===== src/hdl/wavhp_pkg.sv =====
// Shared types, constants and control structs for the WAV header parser.
`default_nettype none

package wavhp_pkg;

    // Chunk tags as they appear little-endian in the byte stream
    localparam logic [31:0] TAG_RIFF = 32'h4646_4952;
    localparam logic [31:0] TAG_FMT  = 32'h2074_6D66;
    localparam logic [31:0] TAG_DATA = 32'h6174_6164;

    // Byte counts of the header sections
    localparam logic [4:0] TAG_BYTES    = 5'd4;
    localparam logic [4:0] HEADER_BYTES = 5'd12;
    localparam logic [4:0] CHDR_BYTES   = 5'd8;
    localparam logic [4:0] FMT_BYTES    = 5'd16;

    // Duration arithmetic
    localparam logic [9:0] MS_PER_S   = 10'd1000;
    localparam int         DIVIDEND_W = 42;   // 32-bit length times 1000
    localparam int         PROD_W     = 47;   // 31-bit rate times 16-bit channels
    localparam int         DIVISOR_W  = 60;   // times 13-bit bytes per sample

    // Result payload width and padded bus width
    localparam int OUT_W      = 114;
    localparam int OUT_BUS_W  = 120;

    // Parser phases, plus the two phases of the duration calculation
    typedef enum logic [2:0] {
        PH_IDLE,
        PH_TAG,
        PH_HEAD,
        PH_CHDR,
        PH_FMT,
        PH_SKIP,
        PH_CALC,
        PH_WAIT
    } phase_t;

    // Result status codes
    typedef enum logic [1:0] {
        STAT_OK       = 2'd0,
        STAT_NOT_RIFF = 2'd1,
        STAT_NO_DATA  = 2'd2
    } status_t;

    // Which result the datapath loads into the output register
    typedef enum logic [1:0] {
        EMIT_NONE,
        EMIT_NOT_RIFF,
        EMIT_NO_DATA,
        EMIT_DATA
    } emit_t;

    // Duration unit states
    typedef enum logic [1:0] {
        DUR_IDLE,
        DUR_SCALE,
        DUR_DIV
    } dur_state_t;

    // Controller to datapath
    typedef struct packed {
        logic   take;        // byte accepted and belongs to a file
        logic   clear;       // first byte of a file: start from cleared state
        phase_t op;          // phase this byte is processed in
        emit_t  emit;        // load the output register
        logic   calc_start;  // start the duration unit
    } dp_cmd_t;

    // Datapath to controller
    typedef struct packed {
        logic step_end;    // this byte completes the current phase
        logic tag_riff;    // tag including this byte is RIFF
        logic tag_fmt;     // chunk tag is fmt
        logic tag_data;    // chunk tag is data
        logic total_zero;  // padded chunk length is zero
        logic skip_zero;   // nothing left to skip after the fmt body
        logic fmt_seen;    // a full fmt body has been captured
        logic calc_busy;   // duration unit working
        logic out_free;    // output register can take a result this cycle
    } dp_stat_t;

endpackage

`default_nettype wire


===== src/hdl/wavhp_dur.sv =====
// Duration unit: two multiply stages and a restoring divider, one quotient bit per cycle.
`default_nettype none

module wavhp_dur import wavhp_pkg::*; (
    input  wire logic        aclk,
    input  wire logic        aresetn,
    input  wire logic        start,
    input  wire logic [31:0] rate,
    input  wire logic [15:0] channels,
    input  wire logic [15:0] bits,
    input  wire logic [31:0] length,
    output logic             busy,
    output logic [31:0]      dur_ms
);

    dur_state_t              state_reg;
    logic [PROD_W-1:0]       prod_reg;
    logic [DIVISOR_W-1:0]    divisor_reg;
    logic [DIVIDEND_W-1:0]   quot_reg;
    logic [DIVISOR_W:0]      rem_reg;
    logic [5:0]              cnt_reg;
    logic                    zero_reg;

    logic [DIVISOR_W:0]      rem_shift;
    logic                    sub_ok;

    // One restoring step: bring in the next dividend bit, subtract if it fits
    always_comb begin
        rem_shift = {rem_reg[DIVISOR_W-1:0], quot_reg[DIVIDEND_W-1]};
        sub_ok    = rem_shift >= {1'b0, divisor_reg};
    end

    // Sequencer
    always_ff @(posedge aclk) begin
        if (!aresetn) begin
            state_reg <= DUR_IDLE;
        end else begin
            unique case (state_reg)
                DUR_IDLE:  if (start) state_reg <= DUR_SCALE;
                DUR_SCALE: state_reg <= DUR_DIV;
                DUR_DIV:   if (cnt_reg == 6'(DIVIDEND_W - 1)) state_reg <= DUR_IDLE;
                default:   state_reg <= DUR_IDLE;
            endcase
        end
    end

    // Arithmetic registers
    always_ff @(posedge aclk) begin
        unique case (state_reg)
            DUR_IDLE: begin
                if (start) begin
                    prod_reg <= PROD_W'(rate[30:0]) * PROD_W'(channels);
                    quot_reg <= DIVIDEND_W'(length) * DIVIDEND_W'(MS_PER_S);
                    zero_reg <= rate[31] || (length == 32'd0);
                end
            end
            DUR_SCALE: begin
                divisor_reg <= DIVISOR_W'(prod_reg) * DIVISOR_W'(bits[15:3]);
                rem_reg     <= '0;
                cnt_reg     <= '0;
            end
            DUR_DIV: begin
                rem_reg  <= sub_ok ? rem_shift - {1'b0, divisor_reg} : rem_shift;
                quot_reg <= {quot_reg[DIVIDEND_W-2:0], sub_ok};
                cnt_reg  <= cnt_reg + 6'd1;
            end
            default: ;
        endcase
    end

    assign busy   = (state_reg != DUR_IDLE);
    assign dur_ms = (zero_reg || divisor_reg == '0) ? 32'd0 : quot_reg[31:0];

endmodule

`default_nettype wire


===== src/hdl/wavhp_dp.sv =====
// Datapath: byte position, tag and length shifters, skip counter, fmt fields, output register.
`default_nettype none

module wavhp_dp import wavhp_pkg::*; (
    input  wire logic                 aclk,
    input  wire logic                 aresetn,
    input  wire logic [7:0]           s_byte,
    input  wire dp_cmd_t              cmd,
    input  wire logic                 m_tready,
    output dp_stat_t                  stat,
    output logic                      m_tvalid,
    output logic [OUT_BUS_W-1:0]      m_tdata
);

    logic [4:0]  pos_reg,  pos_next;
    logic [31:0] tag_reg,  tag_next;
    logic [31:0] len_reg,  len_next;
    logic [32:0] skip_reg, skip_next;
    logic [15:0] fmt_reg,  fmt_next;
    logic [15:0] ch_reg,   ch_next;
    logic [31:0] rate_reg, rate_next;
    logic [15:0] bits_reg, bits_next;
    logic        seen_reg, seen_next;

    logic             out_valid_reg;
    logic [OUT_W-1:0] out_reg;

    // Values the byte starts from: cleared on the first byte of a file
    logic [4:0]  pos_b;
    logic [31:0] tag_b, len_b, rate_b;
    logic [32:0] skip_b;
    logic [15:0] fmt_b, ch_b, bits_b;
    logic        seen_b;

    logic [4:0]  pos_inc;
    logic [31:0] tag_shift, len_shift;
    logic [32:0] total, skip_dec;
    logic [31:0] dur_ms;
    logic        dur_busy;

    // Next-state logic for the parse registers and phase status
    always_comb begin
        pos_b  = cmd.clear ? '0 : pos_reg;
        tag_b  = cmd.clear ? '0 : tag_reg;
        len_b  = cmd.clear ? '0 : len_reg;
        skip_b = cmd.clear ? '0 : skip_reg;
        fmt_b  = cmd.clear ? '0 : fmt_reg;
        ch_b   = cmd.clear ? '0 : ch_reg;
        rate_b = cmd.clear ? '0 : rate_reg;
        bits_b = cmd.clear ? '0 : bits_reg;
        seen_b = cmd.clear ? 1'b0 : seen_reg;

        pos_inc   = pos_b + 5'd1;
        tag_shift = {s_byte, tag_b[31:8]};
        len_shift = {s_byte, len_b[31:8]};
        total     = {1'b0, len_shift} + {32'd0, len_shift[0]};
        skip_dec  = (skip_b != '0) ? skip_b - 33'd1 : skip_b;

        pos_next  = pos_b;
        tag_next  = tag_b;
        len_next  = len_b;
        skip_next = skip_b;
        fmt_next  = fmt_b;
        ch_next   = ch_b;
        rate_next = rate_b;
        bits_next = bits_b;
        seen_next = seen_b;

        stat            = '0;
        stat.tag_riff   = (tag_shift == TAG_RIFF);
        stat.tag_fmt    = (tag_b == TAG_FMT);
        stat.tag_data   = (tag_b == TAG_DATA);
        stat.total_zero = (total == '0);
        stat.skip_zero  = (skip_b == '0);
        stat.fmt_seen   = seen_reg;
        stat.calc_busy  = dur_busy;
        stat.out_free   = !out_valid_reg || m_tready;

        unique case (cmd.op)
            PH_TAG: begin
                tag_next      = tag_shift;
                pos_next      = pos_inc;
                stat.step_end = (pos_inc == TAG_BYTES);
            end
            PH_HEAD: begin
                stat.step_end = (pos_inc >= HEADER_BYTES);
                pos_next      = stat.step_end ? '0 : pos_inc;
            end
            PH_CHDR: begin
                // tag bytes first, then length bytes
                if (pos_b < TAG_BYTES) begin
                    tag_next = tag_shift;
                end else begin
                    len_next = len_shift;
                end
                stat.step_end = (pos_inc == CHDR_BYTES);
                pos_next      = stat.step_end ? '0 : pos_inc;
                if (stat.step_end) begin
                    if (tag_b == TAG_FMT) begin
                        // only the part of the fmt chunk past its 16 bytes is skipped
                        skip_next = (total >= 33'(FMT_BYTES)) ? total - 33'(FMT_BYTES) : '0;
                        fmt_next  = '0;
                        ch_next   = '0;
                        rate_next = '0;
                        bits_next = '0;
                    end else begin
                        skip_next = total;
                    end
                end
            end
            PH_FMT: begin
                unique case (pos_b[3:0])
                    4'd0:    fmt_next[7:0]    = s_byte;
                    4'd1:    fmt_next[15:8]   = s_byte;
                    4'd2:    ch_next[7:0]     = s_byte;
                    4'd3:    ch_next[15:8]    = s_byte;
                    4'd4:    rate_next[7:0]   = s_byte;
                    4'd5:    rate_next[15:8]  = s_byte;
                    4'd6:    rate_next[23:16] = s_byte;
                    4'd7:    rate_next[31:24] = s_byte;
                    4'd14:   bits_next[7:0]   = s_byte;
                    4'd15:   bits_next[15:8]  = s_byte;
                    default: ;
                endcase
                stat.step_end = (pos_inc >= FMT_BYTES);
                pos_next      = stat.step_end ? '0 : pos_inc;
                if (stat.step_end) begin
                    seen_next = 1'b1;
                end
            end
            PH_SKIP: begin
                skip_next     = skip_dec;
                stat.step_end = (skip_dec == '0);
                if (stat.step_end) begin
                    pos_next = '0;
                end
            end
            default: ;
        endcase
    end

    // Parse registers, written once per accepted byte
    always_ff @(posedge aclk) begin
        if (!aresetn) begin
            pos_reg  <= '0;
            tag_reg  <= '0;
            len_reg  <= '0;
            skip_reg <= '0;
            fmt_reg  <= '0;
            ch_reg   <= '0;
            rate_reg <= '0;
            bits_reg <= '0;
            seen_reg <= 1'b0;
        end else if (cmd.take) begin
            pos_reg  <= pos_next;
            tag_reg  <= tag_next;
            len_reg  <= len_next;
            skip_reg <= skip_next;
            fmt_reg  <= fmt_next;
            ch_reg   <= ch_next;
            rate_reg <= rate_next;
            bits_reg <= bits_next;
            seen_reg <= seen_next;
        end
    end

    // Duration of the data chunk
    wavhp_dur u_dur (
        .aclk     (aclk),
        .aresetn  (aresetn),
        .start    (cmd.calc_start),
        .rate     (rate_reg),
        .channels (ch_reg),
        .bits     (bits_reg),
        .length   (len_reg),
        .busy     (dur_busy),
        .dur_ms   (dur_ms)
    );

    // Output register valid flag
    always_ff @(posedge aclk) begin
        if (!aresetn) begin
            out_valid_reg <= 1'b0;
        end else if (cmd.emit != EMIT_NONE) begin
            out_valid_reg <= 1'b1;
        end else if (m_tready) begin
            out_valid_reg <= 1'b0;
        end
    end

    // Output payload: {duration, bits, rate, channels, format, status}
    always_ff @(posedge aclk) begin
        unique case (cmd.emit)
            EMIT_NOT_RIFF: out_reg <= {112'd0, STAT_NOT_RIFF};
            EMIT_NO_DATA: begin
                if (seen_next) begin
                    out_reg <= {32'd0, bits_next, rate_next, ch_next, fmt_next, STAT_NO_DATA};
                end else begin
                    out_reg <= {112'd0, STAT_NO_DATA};
                end
            end
            EMIT_DATA: out_reg <= {dur_ms, bits_reg, rate_reg, ch_reg, fmt_reg, STAT_OK};
            default: ;
        endcase
    end

    assign m_tvalid = out_valid_reg;
    assign m_tdata  = {(OUT_BUS_W - OUT_W)'(0), out_reg};

endmodule

`default_nettype wire


===== src/hdl/wavhp_ctrl.sv =====
// Controller: parse phase state machine, input handshake and result sequencing.
`default_nettype none

module wavhp_ctrl import wavhp_pkg::*; (
    input  wire logic     aclk,
    input  wire logic     aresetn,
    input  wire logic     s_tvalid,
    input  wire logic     s_tuser,
    input  wire logic     s_tlast,
    input  wire dp_stat_t stat,
    output logic          s_tready,
    output dp_cmd_t       cmd
);

    phase_t state_reg, state_next;
    phase_t eff;

    // State register
    always_ff @(posedge aclk) begin
        if (!aresetn) begin
            state_reg <= PH_IDLE;
        end else begin
            state_reg <= state_next;
        end
    end

    // Next state and commands
    always_comb begin
        state_next = state_reg;
        s_tready   = 1'b0;
        cmd        = '0;
        cmd.op     = PH_IDLE;
        cmd.emit   = EMIT_NONE;
        // a first byte restarts the parser from any parse phase
        eff        = s_tuser ? PH_TAG : state_reg;

        unique case (state_reg)
            PH_CALC: begin
                cmd.calc_start = 1'b1;
                state_next     = PH_WAIT;
            end
            PH_WAIT: begin
                if (!stat.calc_busy && stat.out_free) begin
                    cmd.emit   = EMIT_DATA;
                    state_next = PH_IDLE;
                end
            end
            default: begin
                s_tready  = stat.out_free;
                cmd.op    = eff;
                cmd.clear = s_tuser;
                if (s_tvalid && stat.out_free && eff != PH_IDLE) begin
                    cmd.take   = 1'b1;
                    state_next = eff;
                    unique case (eff)
                        PH_TAG: begin
                            if (stat.step_end) begin
                                if (!stat.tag_riff) begin
                                    cmd.emit   = EMIT_NOT_RIFF;
                                    state_next = PH_IDLE;
                                end else begin
                                    state_next = PH_HEAD;
                                end
                            end else if (s_tlast) begin
                                // file ended inside the tag
                                cmd.emit   = EMIT_NOT_RIFF;
                                state_next = PH_IDLE;
                            end
                        end
                        PH_HEAD: begin
                            if (stat.step_end) state_next = PH_CHDR;
                        end
                        PH_CHDR: begin
                            if (stat.step_end) begin
                                if (stat.tag_fmt) begin
                                    state_next = PH_FMT;
                                end else if (stat.tag_data && stat.fmt_seen) begin
                                    state_next = PH_CALC;
                                end else begin
                                    state_next = stat.total_zero ? PH_CHDR : PH_SKIP;
                                end
                            end
                        end
                        PH_FMT: begin
                            if (stat.step_end) begin
                                state_next = stat.skip_zero ? PH_CHDR : PH_SKIP;
                            end
                        end
                        PH_SKIP: begin
                            if (stat.step_end) state_next = PH_CHDR;
                        end
                        default: ;
                    endcase
                    // end of file before the data chunk
                    if (s_tlast && cmd.emit == EMIT_NONE && state_next != PH_CALC) begin
                        cmd.emit   = EMIT_NO_DATA;
                        state_next = PH_IDLE;
                    end
                end
            end
        endcase
    end

endmodule

`default_nettype wire


===== src/hdl/wav_header_parser_top.sv =====
// Top level of the WAV header parser: controller plus datapath.
`default_nettype none

// Takes a WAV file one byte per request (s_tuser marks the first byte, s_tlast the last)
// and returns at most one result per file on m_tdata: status, the fmt chunk's format,
// channels, sample rate and bits, and the data chunk's duration in milliseconds. While
// parsing, and when not held off as below, the block takes one byte per cycle. The byte
// that completes the data chunk header starts the duration unit: a start step that also
// does the first multiply, a step for the second multiply, 42 divide steps (one quotient
// bit per cycle) and a step to load the result. Input is held off until that result is
// loaded. Input is also held off while a finished result waits to be taken and a new one
// could not be stored. Bytes after a result, or before a first byte, are taken and
// ignored.
module wav_header_parser_top import wavhp_pkg::*; (
    input  wire logic                 aclk,
    input  wire logic                 aresetn,
    input  wire logic                 s_tvalid,
    output logic                      s_tready,
    input  wire logic [7:0]           s_tdata,   // [7:0] data_byte
    input  wire logic                 s_tuser,   // [0] first_byte
    input  wire logic                 s_tlast,   // last_byte
    output logic                      m_tvalid,
    input  wire logic                 m_tready,
    // [1:0] status, [17:2] audio_format, [33:18] channel_count, [65:34] samp_rate,
    // [81:66] sample_bits, [113:82] duration_msec, [119:114] zero
    output logic [OUT_BUS_W-1:0]      m_tdata
);

    dp_cmd_t  cmd;
    dp_stat_t stat;

    wavhp_ctrl u_ctrl (
        .aclk     (aclk),
        .aresetn  (aresetn),
        .s_tvalid (s_tvalid),
        .s_tuser  (s_tuser),
        .s_tlast  (s_tlast),
        .stat     (stat),
        .s_tready (s_tready),
        .cmd      (cmd)
    );

    wavhp_dp u_dp (
        .aclk     (aclk),
        .aresetn  (aresetn),
        .s_byte   (s_tdata),
        .cmd      (cmd),
        .m_tready (m_tready),
        .stat     (stat),
        .m_tvalid (m_tvalid),
        .m_tdata  (m_tdata)
    );

endmodule

`default_nettype wire


===== config.mk =====
export PLATFORM = sky130hd
export DESIGN_NAME = wav_header_parser_top
export DESIGN_NICKNAME = d
export VERILOG_FILES = /design/src/hdl/wavhp_pkg.sv /design/src/hdl/wavhp_dur.sv /design/src/hdl/wavhp_dp.sv /design/src/hdl/wavhp_ctrl.sv /design/src/hdl/wav_header_parser_top.sv
export SDC_FILE = /design/constraint.sdc
export NUM_CORES = 2
export LEC_CHECK = 0
export ABC_AREA = 1
export CAP_MARGIN = 20
export CORE_MARGIN = 2
export CORE_UTILIZATION = 40
export CTS_BUF_LIST = sky130_fd_sc_hd__clkbuf_2
export CTS_CLUSTER_SIZE = 12
export DETAILED_ROUTE_END_ITERATION = 16
export DONT_BUFFER_PORTS = 1
export GPL_ROUTABILITY_DRIVEN = 0
export PLACE_DENSITY = 0.53
export SLEW_MARGIN = 20
export SYNTH_ARGS = -nofsm -noshare
export SYNTH_HDL_FRONTEND = slang
export SYNTH_SLANG_ARGS = --single-unit

===== constraint.sdc =====
create_clock -name aclk -period 15.4 [get_ports aclk]
set_input_delay 4.62 -clock aclk [delete_from_list [all_inputs] [get_ports aclk]]
set_output_delay 4.62 -clock aclk [all_outputs]
set_load 0.01 [all_outputs]

Word-level counts from Yosys, hierarchy flattened --
Index checks and enable logic that the tools add are counted.
Storage, ports and cells: output and inout bits 122, flip-flop bits (word level) 519, input port bits 14, logic and storage cells 196
Cells by class: equal/unequal tests 36, $mul 3, $add $sub $neg 6, reductions and logical operators 34, muxes and demuxes 93, $lt $le $gt $ge 5
Operators with widths (number):
- $pmux 114 s3 | 1
- $mux 32 | 9
- $mux 33 | 5
- $mux 16 | 9
- $pmux 32 s2 | 2
- $pmux 60 s2 | 1
- $logic_not 33->1 | 3
- $pmux 16 s2 | 3
- $pmux 42 s2 | 1
- $mux 82 | 1
- $mux 8 | 10
- $pmux 33 s2 | 1
- $eq 32x31->1 const B | 2
- $ge 61x60->1 | 1
- $logic_not 60->1 | 1
- $mul 47x13->60 | 1
- $mux 60 | 1
- $sub 60x60->60 | 1
- $mul 31x16->47 | 1
- $mux 3 | 15
- $mux 42 | 1
- $mul 32x7->39 const B | 1
- $add 32x1->33 | 1
- $ge 33x5->1 const B | 1
- other kinds (44) | 104

Depth between registers and ports, before layout --
depth after elaboration 23, depth in mapped cells 34, mapped depth without buffers 32

Hierarchy --
Synthesis repeated with hierarchy kept, for this count alone.
Unflattened totals: cells, all modules 10636, area, all modules 76131.8 sq um
Modules (own cells, without submodules):
- wavhp_dur | sequential area each 6526.3 sq um, area each 57014.7 sq um, cells an instance 7793, times used 1
- wavhp_dp | sequential area each 7106.8 sq um, area each 18695.4 sq um, cells an instance 2761, times used 1
- wavhp_ctrl | sequential area each 60.1 sq um, area each 421.7 sq um, cells an instance 82, times used 1

Least setup slack after synthesis --
OpenSTA, ideal clock, no wires.
kind input to register, start in s_tuser, end reg u_dp.out_reg[0] (enable), data required time 14.923 ns, stages 27, buffers on the path 5, arrival 10.244 ns, library setup time 0.477 ns, setup slack 4.679 ns, cell sequence nand2_4 -> buf_4 -> buf_6 -> buf_6 -> buf_2 -> buf_1 -> nand2_1 -> inv_1 -> ha_1 -> inv_1 -> nor2_1 -> nand2_1 -> nand2_1 -> nand2_1 -> nand3_1 -> nor2_1 -> nor4_4 -> nand2_2 -> nand2_1 -> nand2_1 -> a21oi_1 -> nand3_1 -> nand2_1 -> nand2_1 -> nand2_2 -> nand2_1 -> nand2_1
On the way: cells in the longest elaborated chain, start to end 18, elaborated cells on any way between the ends 65, classes of those cells 3 x add/sub; 2 x order compare; 19 x eq/ne; 29 x mux; 12 x reduce/logical
Ends and longest elaborated chain:
- start, declared | line wav_header_parser_top.sv:20 | input wire logic s_tuser,
- $mux 5 | line wavhp_ctrl.sv:37 | unique case (state_reg)
- $mux 32 or $mux 33 (tied branches) | line wavhp_dp.sv:45, wavhp_dp.sv:46
- $add 32x1->33 (tied with other cells) | line wavhp_dp.sv:56 | total = {1'b0, len_shift} + {32'd0, len_shift[0]};
- $logic_not 33->1 or $mux 33 (tied branches) | line wavhp_dp.sv:73, wavhp_dp.sv:57
- $mux 3 or $logic_not 33->1 (tied branches) | line wavhp_ctrl.sv:80, wavhp_dp.sv:133
- $mux 3 or $pmux 1 s5 (tied branches) | line wavhp_ctrl.sv:77, wavhp_dp.sv:79
- $mux 3 or $mux 2 (tied branches) | line wavhp_ctrl.sv:75, wavhp_ctrl.sv:57
- $mux 3 or $mux 2 (tied branches) | line wavhp_ctrl.sv:74, wavhp_ctrl.sv:55
- (+2 left out)
- $mux 3 or $logic_not 2->1 (tied branches) | line wavhp_ctrl.sv:37, wavhp_ctrl.sv:95
- $ne 3x3->1 or $logic_and 1x1->1 (tied branches) | line wavhp_ctrl.sv:95 | if (s_tlast && cmd.emit == EMIT_NONE && state_next != PH_CALC) begin
- $logic_and 1x1->1 | line wavhp_ctrl.sv:95
- $mux 2 | line wavhp_ctrl.sv:95
- $mux 2 * | line wavhp_ctrl.sv:52 | if (s_tvalid && stat.out_free && eff != PH_IDLE) begin
- $pmux 2 s2 * | line wavhp_ctrl.sv:37
- $eq 2x1->1 or $eq 2x2->1 (tied branches) | line wavhp_dp.sv:193 | unique case (cmd.emit)
- $reduce_bool 3->1 (no line) *
- end signal, assigned | line wavhp_dp.sv:194 | EMIT_NOT_RIFF: out_reg <= {112'd0, STAT_NOT_RIFF};
- end signal, assigned | line wavhp_dp.sv:197 | out_reg <= {32'd0, bits_next, rate_next, ch_next, fmt_next, STAT_NO_DATA};
- end signal, assigned | line wavhp_dp.sv:199 | out_reg <= {112'd0, STAT_NO_DATA};
- end, declared | line wavhp_dp.sv:26 | logic [OUT_W-1:0] out_reg;
Mark *: on every way between the ends. The rest lies on a longest branch, timed or not. The select of a mux whose other input is x is not followed. A chain may end at the register's enable or synchronous reset.

Final worst setup path --
start in m_tready, end out s_tready
On the way: cells in the longest elaborated chain, start to end 2
Ends and longest elaborated chain:
- start, declared | line wav_header_parser_top.sv:23 | input wire logic m_tready,
- $logic_or 1x1->1 | line wavhp_dp.sv:77 | stat.out_free = !out_valid_reg || m_tready;
- $mux 1 | line wavhp_ctrl.sv:37
- end, declared | line wav_header_parser_top.sv:18 | output logic s_tready,
Every way passes these cells.

==> reports/metrics.yaml <==
drc: 0
powerDensity_nw_per_um2: 131
finalSetupTns_ns: 0
ys_seq_area_frac: 0.197
cp_num_cells: 2
path_clk_slew_ns: 0.10
final_cells: 11035
start_kind: "input pin"
p_leak_nw: 35.3
die_area_um2: 178000
synthCells: 8781
maxCapViolCount: 0
avgRoutedWirePerCell_um: 19.2
post_dp_cell_area_um2: 71500
initial_core_util: 0.402
rsz0062_at_grt: "no"
m1WireLength_um: 92700
drive_gt1_frac: 0.0592
clock_latency_ns: 1.65
crit_chain: "nor2_1 -> nor2_1"
finalNetCount: 10014
synth_edf_count: 330
dpl_worst_slack_ns: 4.56
finalCritPeriodShare: 0.626
clk_path_buf_depth: 3
stdcell_area_um2: 73100
die_w_um: 421
final.setup_skew_ns: 0.194
endpoint_kind: "output pin"
largest_register_ffs: 114
reg2reg_setup_slack_ns: 7.61
crit_fanout: 4
post-cts-setup-buffer-count: 0
grt_pass1_vias: 60069
via_per_inst: 5.22
maxSlewHeadroom: 0.220
synth_area_leader_cell: "fa_1"
track_usage: 0.240
synth-seq-cells: 519
dr_wl_met3_um: 12700
synth_top_cell_area_share: 0.292
synth.avg_cell_area_um2: 7.94
num_vias: 57573
grt_pass1_wl_um: 338000
numCtsBuffers: 152
io_buffers: 0
core_region_area_um2: 173000
crit_type: "input pin to output pin"
outcome: "completed"
drt-initial-drc-count: 4032
final-setup-viol-count: 0
path_common_cell: "nor2_1"
ctsRootBufferMaster: "clkbuf_2"
synth_ff_type: "edfxtp_1"
cts_sinks: 519
path_delay_family: "simple AND/OR/NAND/NOR gates"
finish.utilization: 0.422
hp-class: "flip-flop to flip-flop"
syn_to_final_growth_pct: 4.93
met2_length_um: 99300
wl_um: 212000
dp.cells: 10753
syn_area_um2: 69700
cp_num_buf_inv: 0
finalHoldViolCount: 0
cp-startpoint: "m_tready"
grt_max_degree: 147
htree_levels: 4
place_hpwl_um: 156000
fp-row-count: 153
ant_nets: 0
top_layer_used: "met5"
ioPinCount: 136
rr_worst_depth: 27
crit_end: "s_tready"
worst_slack_ns: 5.76
hold_start: "u_dp.u_dur.quot_reg[34]"
irDropWorstVdd_mv: 0.116
overflow: 0
antenna_found_initial: 8
slowest_delay_ns: 0.26
synth_area_leaders: "fa_1 (29%), edfxtp_1 (14%), nand2_1 (12%), inv_1 (9.4%), ha_1 (7.2%)"
worstPathArrival_ns: 5.02
fmax_ghz: 0.104
synth_cell_types: 67
cts_hold_buffers: 0
async_reset_ff_frac: 0
crit_required_ns: 10.78
slew_viol_final: 0
r2r_end: "u_dp.u_dur.prod_reg[45]"
min_period_ns: 9.64
cpMaxStageDelayCell: "nor2_1"
r2r_start: "u_dp.ch_reg[6]"
tightest_slew_ns: 1.17
ys_warn_count: 0
post_cts_resized: 0
cts_tree: "yes"
drt_first_pass_iters: 7
die_y_um: 421
## metrics by stage
step	hold slack, ns	total power, mW
finish	0.487	9.58
global route	0.508	10.6
floorplan	0.473	6.62
global placement	0.492	8.32
detailed placement	0.495	8.36
CTS	0.443	9.63
## layout make-up
type / count / area (um2)
diodes: 12 / 30.0
clock buffers: 216 / 1080
clock inverters: 54 / 473
fillers: 17827 / 100000
inverters: 1754 / 6590
multi-input cells: 6070 / 47700
flip-flops and latches: 519 / 13700
well taps: 2325 / 2910
repair buffers: 85 / 658
## report_power, final
group | internal (mW) | leakage, nW | total [mW] | switching, mW
logic | 2.11 | 29.5 | 6.08 | 3.97
registers | 1.99 | 4.69 | 2.29 | 0.302
clock network | 0.512 | 1.12 | 1.21 | 0.695
## cell families (layout without fill, tap and decap cells)
family | Yosys count | in the layout | synth area share
simple gates | 3008 | 3008 | 0.173
buf+inv | 2197 | 2109 | 0.121
compound gates | 1423 | 1423 | 0.118
fa+ha+maj | 1418 | 1418 | 0.364
flops | 519 | 519 | 0.197
xor+xnor | 215 | 215 | 0.0273
other cells | 1 | 18 | 0.0000538
## synthesized netlist by cell type (4+ instances only)
cell type / instances
nand2_1: 2238
inv_1: 1742
fa_1: 1018
o21ai_0: 533
a21oi_1: 416
ha_1: 400
nor2_1: 391
clkbuf_1: 353
edfxtp_1: 330
dfxtp_1: 189
nand3_1: 160
xor2_1: 126
o21bai_1: 96
xnor2_1: 86
o22ai_1: 83
o21ai_2: 79
a31oi_1: 76
nor3_1: 58
buf_1: 57
nand4_1: 55
or2_2: 31
nor4_1: 27
o21a_1: 23
o211ai_1: 20
nor2_2: 18
o21ai_1: 18
a211oi_1: 16
buf_6: 15
a21o_1: 12
o221ai_1: 10
a221oi_1: 9
buf_4: 9
buf_2: 8
o31ai_1: 8
a21boi_0: 6
inv_2: 6
clkinv_1: 5
nand2_2: 5
nor2_4: 4
## cells in the final DEF (no fill, tap or decap), drive strengths merged, types with 76 or more instances in the layout
cell type,n
edfxtp,330
xnor2,86
o22ai,83
nand3,164
fa,1018
nand2,2245
o21bai,96
clkbuf,216
ha,400
a21oi,416
dfxtp,189
o21ai,630
a31oi,76
buf,85
nor2,413
xor2,129
inv,1756
## worst min path at each step
stage | endpoint | slack, ns | depth (start not counted)
floorplan | u_dp.skip_reg[32] | 0.47 | 1
global placement | u_dp.tag_reg[10] | 0.49 | 2
detailed placement | u_dp.tag_reg[10] | 0.50 | 2
CTS | u_dp.u_dur.quot_reg[35] | 0.44 | 2
global route | u_dp.u_dur.quot_reg[35] | 0.51 | 2
finish | u_dp.u_dur.quot_reg[35] | 0.49 | 2
## routing by layer
layer / vias up / GRT usage
met5: - / 0
met4: 2 / 0.0847
met3: 411 / 0.0352
met2: 1839 / 0.398
met1: 28462 / 0.321
li1: 26859 / -
## worst register-to-register path, stage by stage (launching register included)
cell and delay (ns):
dfxtp_1 0.82, buf_4 0.46, nand2_1 0.13, fa_1 0.50, inv_1 0.05, fa_1 0.47, inv_1 0.05, fa_1 0.49
inv_1 0.05, fa_1 0.52, inv_1 0.07, fa_1 0.48, inv_1 0.05, fa_1 0.44, ha_1 0.36, a21oi_1 0.16
o21ai_0 0.09, a21oi_1 0.27, o21ai_0 0.22, nand4_1 0.11, nand2_1 0.09, a21oi_1 0.24, inv_1 0.07, a21oi_1 0.25
o21ai_0 0.17, a21boi_0 0.39, o21ai_0 0.19, xor2_1 0.17
No activity file was read; power rests on OpenSTA's default activity.
